**src/hw/rtl/dmc_pkg.sv**
```systemverilog
// Shared types, constants and codes of the direct-mapped cache timing model.
package dmc_pkg;

	// Cache geometry
	localparam int LINES       = 256;
	localparam int LINE_BITS   = $clog2(LINES + 1) - 1;
	localparam int STORE_DEPTH = 1 << LINE_BITS;
	localparam int WORD_W      = 30;
	localparam int TAG_W       = WORD_W - LINE_BITS;
	localparam int PENALTY_W   = 18;
	localparam int COUNT_W     = 32;

	// Access kinds
	localparam logic OP_READ  = 1'b0;
	localparam logic OP_WRITE = 1'b1;

	// Write policies
	localparam logic [1:0] POL_WT_NOALLOC = 2'd0;
	localparam logic [1:0] POL_WT_ALLOC   = 2'd1;
	localparam logic [1:0] POL_WB         = 2'd2;

	// Outcome codes
	localparam logic [1:0] OUT_NONE = 2'd0;
	localparam logic [1:0] OUT_HIT  = 2'd1;
	localparam logic [1:0] OUT_MISS = 2'd2;

	// Configuration register indexes
	localparam logic [1:0] CFG_WRITE_POLICY = 2'd0;
	localparam logic [1:0] CFG_BLOCK_LOG2   = 2'd1;
	localparam logic [1:0] CFG_SETUP        = 2'd2;
	localparam logic [1:0] CFG_BURST        = 2'd3;

	typedef struct packed {
		logic        opcode;
		logic [31:0] address;
	} access_t;

	typedef struct packed {
		logic [PENALTY_W-1:0] penalty_cycles;
		logic [1:0]           outcome;
		logic [COUNT_W-1:0]   hit_total;
		logic [COUNT_W-1:0]   miss_total;
		logic [COUNT_W-1:0]   read_total;
		logic [COUNT_W-1:0]   write_total;
	} result_t;

	typedef struct packed {
		logic [1:0]  write_policy;
		logic [3:0]  block_words_log2;
		logic [15:0] miss_setup_cycles;
		logic [15:0] miss_burst_cycles;
	} cfg_t;

	// One line of the tag store
	typedef struct packed {
		logic             dirty;
		logic [TAG_W-1:0] tag;
	} tag_entry_t;

	// Lookup data handed from the store to the resolve logic
	typedef struct packed {
		logic       valid;
		tag_entry_t entry;
	} lookup_t;

	// Store update for one line
	typedef struct packed {
		logic                 en;
		logic [LINE_BITS-1:0] line;
		tag_entry_t           entry;
	} store_wr_t;

endpackage

```
**src/hw/rtl/dmc_resolve.sv**
```systemverilog
// Hit check, policy decision, penalty and store update for one access.
module dmc_resolve (
	input  dmc_pkg::cfg_t                  cfg,
	input  logic                           opcode,
	input  logic [dmc_pkg::LINE_BITS-1:0]  line,
	input  logic [dmc_pkg::TAG_W-1:0]      tag,
	input  dmc_pkg::lookup_t               lookup,
	output logic [dmc_pkg::PENALTY_W-1:0]  penalty,
	output logic [1:0]                     outcome,
	output dmc_pkg::store_wr_t             wr
);
	import dmc_pkg::*;

	logic                 hit;
	logic                 dirty;
	logic                 wback;
	logic [PENALTY_W-1:0] fetch;
	logic [PENALTY_W-1:0] wword;

	// Look up the line; an invalid line never reads as dirty
	assign hit   = lookup.valid && (lookup.entry.tag == tag);
	assign dirty = lookup.valid && lookup.entry.dirty;
	assign wback = cfg.write_policy >= POL_WB;

	// Block fetch and single word write costs
	assign fetch = PENALTY_W'(cfg.miss_setup_cycles) + PENALTY_W'(cfg.miss_burst_cycles);
	assign wword = PENALTY_W'(cfg.miss_setup_cycles)
		+ PENALTY_W'(cfg.miss_burst_cycles >> cfg.block_words_log2);

	// Decide outcome, penalty and line update
	always_comb begin
		penalty        = '0;
		outcome        = OUT_NONE;
		wr.en          = 1'b0;
		wr.line        = line;
		wr.entry.tag   = tag;
		wr.entry.dirty = wback ? 1'b0 : dirty;
		if (opcode == OP_READ) begin
			if (hit) begin
				outcome = OUT_HIT;
			end else begin
				outcome = OUT_MISS;
				penalty = (wback && dirty) ? fetch + fetch : fetch;
				wr.en   = 1'b1;
			end
		end else if (cfg.write_policy == POL_WT_NOALLOC) begin
			outcome = OUT_NONE;
			penalty = wword;
		end else if (hit) begin
			outcome = OUT_HIT;
			if (wback) begin
				wr.en          = 1'b1;
				wr.entry.dirty = 1'b1;
			end else begin
				penalty = wword;
			end
		end else begin
			outcome = OUT_MISS;
			penalty = wword + fetch;
			wr.en   = 1'b1;
		end
	end

endmodule

```
**config.mk**
```make
export PLATFORM = sky130hd
export DESIGN_NAME = dmc_resolve
export DESIGN_NICKNAME = d
export VERILOG_FILES = /design/src/hw/rtl/dmc_pkg.sv /design/src/hw/rtl/dmc_resolve.sv
export SDC_FILE = /design/constraint.sdc
export NUM_CORES = 1
export LEC_CHECK = 0
export ABC_AREA = 1
export BUFFER_PORTS_ARGS = -buffer_cell sky130_fd_sc_hd__buf_2
export CORE_MARGIN = 1
export CORE_UTILIZATION = 55
export DETAILED_ROUTE_END_ITERATION = 7
export PLACE_DENSITY = 0.87
export SYNTH_ARGS = -nofsm -noshare
export SYNTH_HDL_FRONTEND = slang
export SYNTH_SLANG_ARGS = --single-unit
```
**constraint.sdc**
```tcl
create_clock -name vclk -period 4.45
set_input_delay 0.445 -clock vclk [all_inputs]
set_output_delay 0.445 -clock vclk [all_outputs]
set_load 0.02 [all_outputs]
```
======== Yosys cells after proc, flatten, opt, wreduce, memory -nomap -nowiden ========
Cells that the tools add are included.
word-level totals
  output and inout port bits .............. 52
  word-level logic and storage cells ...... 30
  bits of input ports ..................... 93
  bits in registers ....................... 0
operators by class
  muxes and demuxes ....................... 19
  reductions and logical operators ........ 4
  $add $sub $neg .......................... 4
  order comparisons ....................... 1
  shift operators ......................... 1
  equal/unequal tests ..................... 1
operators with widths
  cell                count
  $mux 18             6
  $eq 22x22->1        1
  $add 16x18->18      1
  $add 17x17->18      1
  $add 18x17->18      1
  $shr 16x4->18       1
  $add 16x16->17      1
  $mux 1              10
  $mux 2              3
  $logic_and 1x1->1   3
  $ge 2x2->1 const B  1
  $logic_not 2->1     1

======== Depth between registers and ports, before layout ========
  depth after elaboration ................. 6
  depth in mapped cells ................... 31
  depth with buffers taken out ............ 29

======== Worst setup path before layout ========
No wires, ideal clock.
  path kind ............................... in2out
  start ................................... input cfg[32] (netlist name)
  end ..................................... output penalty[17] (netlist name)
  arrival time ............................ 3.912 ns
  cell stages on the path ................. 27
  data required time ...................... 4.005 ns
  setup slack ............................. 0.093 ns
  buffers on the path ..................... 2
  cells stage by stage .................... buf_2 -> inv_1 -> buf_4 -> nand2_1 -> nand2_1 -> o21ai_0 -> a21oi_1 -> o31ai_1 -> o21ai_0 -> ha_1 -> fa_1 -> nand2_1 -> a21oi_2 -> nand2_1 -> nand2_1 -> nand2_1 -> nand2_1 -> xor2_1 -> ha_1 -> nand2_1 -> nor3_1 -> nand2_1 -> nand2_1 -> nand2_1 -> nand2_1 -> a21boi_0 -> o21ai_0
on the way
  cells in the longest elaborated chain, start to end .. 6
  elaborated cells between the ends (all ways) .. 7
  classes of those cells .................. 2 x add/sub; 1 x shift; 4 x mux
ends and longest elaborated chain
  element                                           RTL line                              text
  from (decl)                                       dmc_resolve.sv:3                      input dmc_pkg::cfg_t cfg,
  $shr 16x4->18 (*)                                 dmc_resolve.sv:28                     + PENALTY_W'(cfg.miss_burst_cycles >> cfg.block_words_log2);
  $add 16x18->18 (*)                                dmc_resolve.sv:28
  $add 18x17->18 / $mux 18 (equally long branches)  dmc_resolve.sv:59, dmc_resolve.sv:51
  $mux 18                                           dmc_resolve.sv:49                     end else if (hit) begin
  $mux 18 (*)                                       dmc_resolve.sv:46                     end else if (cfg.write_policy == POL_WT_NOALLOC) begin
  $mux 18 (*)                                       dmc_resolve.sv:38                     if (opcode == OP_READ) begin
  to (decl)                                         dmc_resolve.sv:8                      output logic [dmc_pkg::PENALTY_W-1:0] penalty,
Mark *: on every way between the ends. The rest lies on a longest branch, timed or not.

======== Worst setup path in the final report ========
  start ................................... input cfg[32] (netlist name)
  end ..................................... output penalty[15] (netlist name)
The elaborated chain is that of the path after synthesis.

==> impl_metrics.csv <==
group,metric,value,unit
timing,worstMarginPinSlew,746.8,ps
finish,regArea,0,um^2
job,drv_cap,0,
floorplan,initial_utilization,0.5672,
timing,fin_ws,-228.8,ps
finish,final_common_cell,"nand2_1",
synth,synth_top_family_by_area,"simple AND/OR/NAND/NOR gates",
min_path,hold_start,"line[0]",
min_path,min_path_cells,0,
timing,drv_slew,0,
finish,fin_area,6290,um^2
timing,final_hold_viol_count,0,
placed_design,gp_congestion,1.016,
synth,synth-simple-area-share,0.5473,
finish,nNetsFinal,1290,
global_routing,globalRouteMet2Util,0.5710,
drt,drc_errors,0,
timing,fmax,213.7,MHz
synth,avgSynthCellArea,4.835,um^2
finish,drive_above_1_share,0.2598,
placed_design,dp.cells,1239,
worst_setup_path,criticalPathCategory,"in -> out",
drt,routedWlPerCell,15.16,um
min_path,holdPathEnd,"wr[23]",
global_routing,use_met1,0.4513,
worst_setup_path,cp-start-kind,"input pin",
drt,final_antenna_net_count,0,
floorplan,ios,145,
synth,synthCells,1018,
floorplan,die_y,96.60,um
global_routing,antenna_found_initial,0,
finish,layoutNonFillerInstCount,1251,
timing,finalCritPeriodShare,1.051,
worst_setup_path,worstPathMaxFanout,6,
worst_setup_path,cp_data_arrival_time,4230,ps
floorplan,row_count,34,
synth,synth_nets,1163,
synth,synth_area,4922,um^2
floorplan,dieArea,9332,um^2
finish,seq_cells,0,
timing,whs,890.0,ps
global_routing,grt_pass1_vias,6181,
placed_design,port_buffers,129,
synth,ys_types,37,
pwr,p_leak,0.003893,uW
synth,ys_seq_area_frac,0,
synth,synth-adder-area-share,0.1368,
global_routing,grt-busiest-layer,"met2",
min_path,min_path_type,"in -> out",
placed_design,place_area,5634,um^2
drt,drt-pass1-iter-count,7,
placed_design,hpwl,13.50,mm
timing,finalCriticalPeriod,4679,ps
synth,yosys-top-cells-area,"nand2_1, ha_1, inv_1",
worst_setup_path,cp-end-kind,"primary output",
synth,synth_compound_area_frac,0.09176,
synth,synth-xor-area-share,0.02847,
floorplan,core,8678,um^2
finish,areaGrowthSynthToFinish,27.78,%
finish,num-clock-buffers,0,
floorplan,die_x,96.60,um
global_routing,track_usage,0.3397,
synth,synth_top_area_cell,"nand2_1",
pwr,vdd_drop_max,0.0001226,V
synth,synth_top_area_share,0.3195,
finish,mostFrequentLayoutCells,"nand2_1, inv_1, buf_2, nand3_1, nor2_1",
outcome,violations,"setup timing",
global_routing,grt_pass1_wl,27.28,mm
drt,avgViaCountPerCell,5.817,
synth,yosysWarnings,0,
finish,diodes,0,
timing,slew_headroom,0.5016,
global_routing,use_met3,0.02023,
pwr,power_density,276.1,nW/um^2
timing,rsz0062_at_grt,"yes",
finish,final.fill_count,695,
outcome,status,"complete, but fails checks",
drt,drtIter0Drc,796,
global_routing,grt-ovfl-total,0,
synth,synthMuxAreaShare,0.006101,
worst_setup_path,cp.required,4010,ps
drt,via_count,7277,
global_routing,grt_max_degree,27,
drt,wl,18.97,mm
timing,finalSetupViolCount,8,
==> final cells by class <==
| class | count | area, um^2 | area share |
|---|---|---|---|
| Timing Repair Buffer | 171 | 1044 | 0.1659 |
| Inverter | 167 | 636.9 | 0.1013 |
| Multi-Input combinational cell | 805 | 4474 | 0.7114 |
| Tap cell | 108 | 135.1 | 0.02148 |
==> cells by family (layout without fill, tap and decap cells) <==
kind of cell	after synthesis	count (layout)
buffers and inverters	213	338
multiplexers	3	3
adder cells (fa/ha/maj)	52	52
XOR/XNOR	16	16
AND/OR/NAND/NOR	650	650
AO/OA/AOI/OAI	84	84
==> stage by stage <==
stage               worst slack, ps  total power, uW  TNS [ps]    util
finish                       -228.8             1737    -791.3  0.7248
global placement             -4.787             1321    -4.787  0.6492
floorplan                     93.49            951.8         0       -
detailed placement           -99.77             1352    -419.3  0.6492
CTS                           13.84             1382         0  0.6566
global route                 -392.4             1863     -2610  0.7248
==> worst max-delay path, stage by stage <==
cell and delay, ps:
buf_8 100, clkinvlp_4 140, buf_6 150, nand2_1 90, a31oi_1 360, nand2_1 150, o21ai_1 180, ha_1 290
nand2_1 80, nand2_1 90, a21oi_2 150, nand2_2 100, nand2_2 100, nand2_2 80, nand2_2 110, nand2_2 90
ha_4 330, nand2_4 80, nor3_1 240, nand2_1 120, nand2_1 110, nand2_1 80, nand2_1 100, nand2_1 50
nand3_1 100, nand3_1 150, buf_6 170
==> how the worst max path moves through the flow <==
stage / from / endpoint / slack (ps) / depth (start not counted)
after CTS: cfg[32] / penalty[16] / 10 / 32
after detailed placement: cfg[32] / penalty[17] / -100 / 30
after global placement: cfg[32] / penalty[14] / -5 / 29
after floorplan: cfg[32] / penalty[17] / 90 / 27
final: cfg[32] / penalty[15] / -230 / 27
after global routing: cfg[32] / penalty[15] / -390 / 27
==> layer usage <==
| layer | up-vias | share of wire |
|---|---|---|
| met4 | 0 | 0.056 |
| met3 | 143 | 0.10 |
| li1 | 3417 | - |
| met5 | - | 0 |
| met1 | 3152 | 0.39 |
| met2 | 565 | 0.45 |
==> cell usage after synthesis, types with 3 or more instances <==
library cell / number
and2_1: 5
inv_1: 157
xor2_1: 13
xnor2_1: 3
nand3b_1: 4
nor2_2: 4
o21ai_0: 27
mux2i_1: 3
nor2_1: 83
clkbuf_1: 11
nand4_1: 21
clkinv_1: 5
nand2_1: 419
buf_4: 31
fa_1: 3
inv_2: 5
nand3_1: 100
o31ai_1: 3
ha_1: 49
a21oi_1: 44
nor3_1: 6
==> power breakdown <==
part	switching [uW]	internal [uW]	total [uW]
clock	0	0	0
sequential	0	0	0
combinational	1060	674	1740
==> repair_timing <==
action                     in CTS  in global routing
hold buffers                    0                  0
setup endpoints to repair       7                 15
pin swaps                       3                 67
resized for setup              16                153
gates cloned                    0                  0
setup buffers                   2                 11
(Power assumes the default switching activity.)
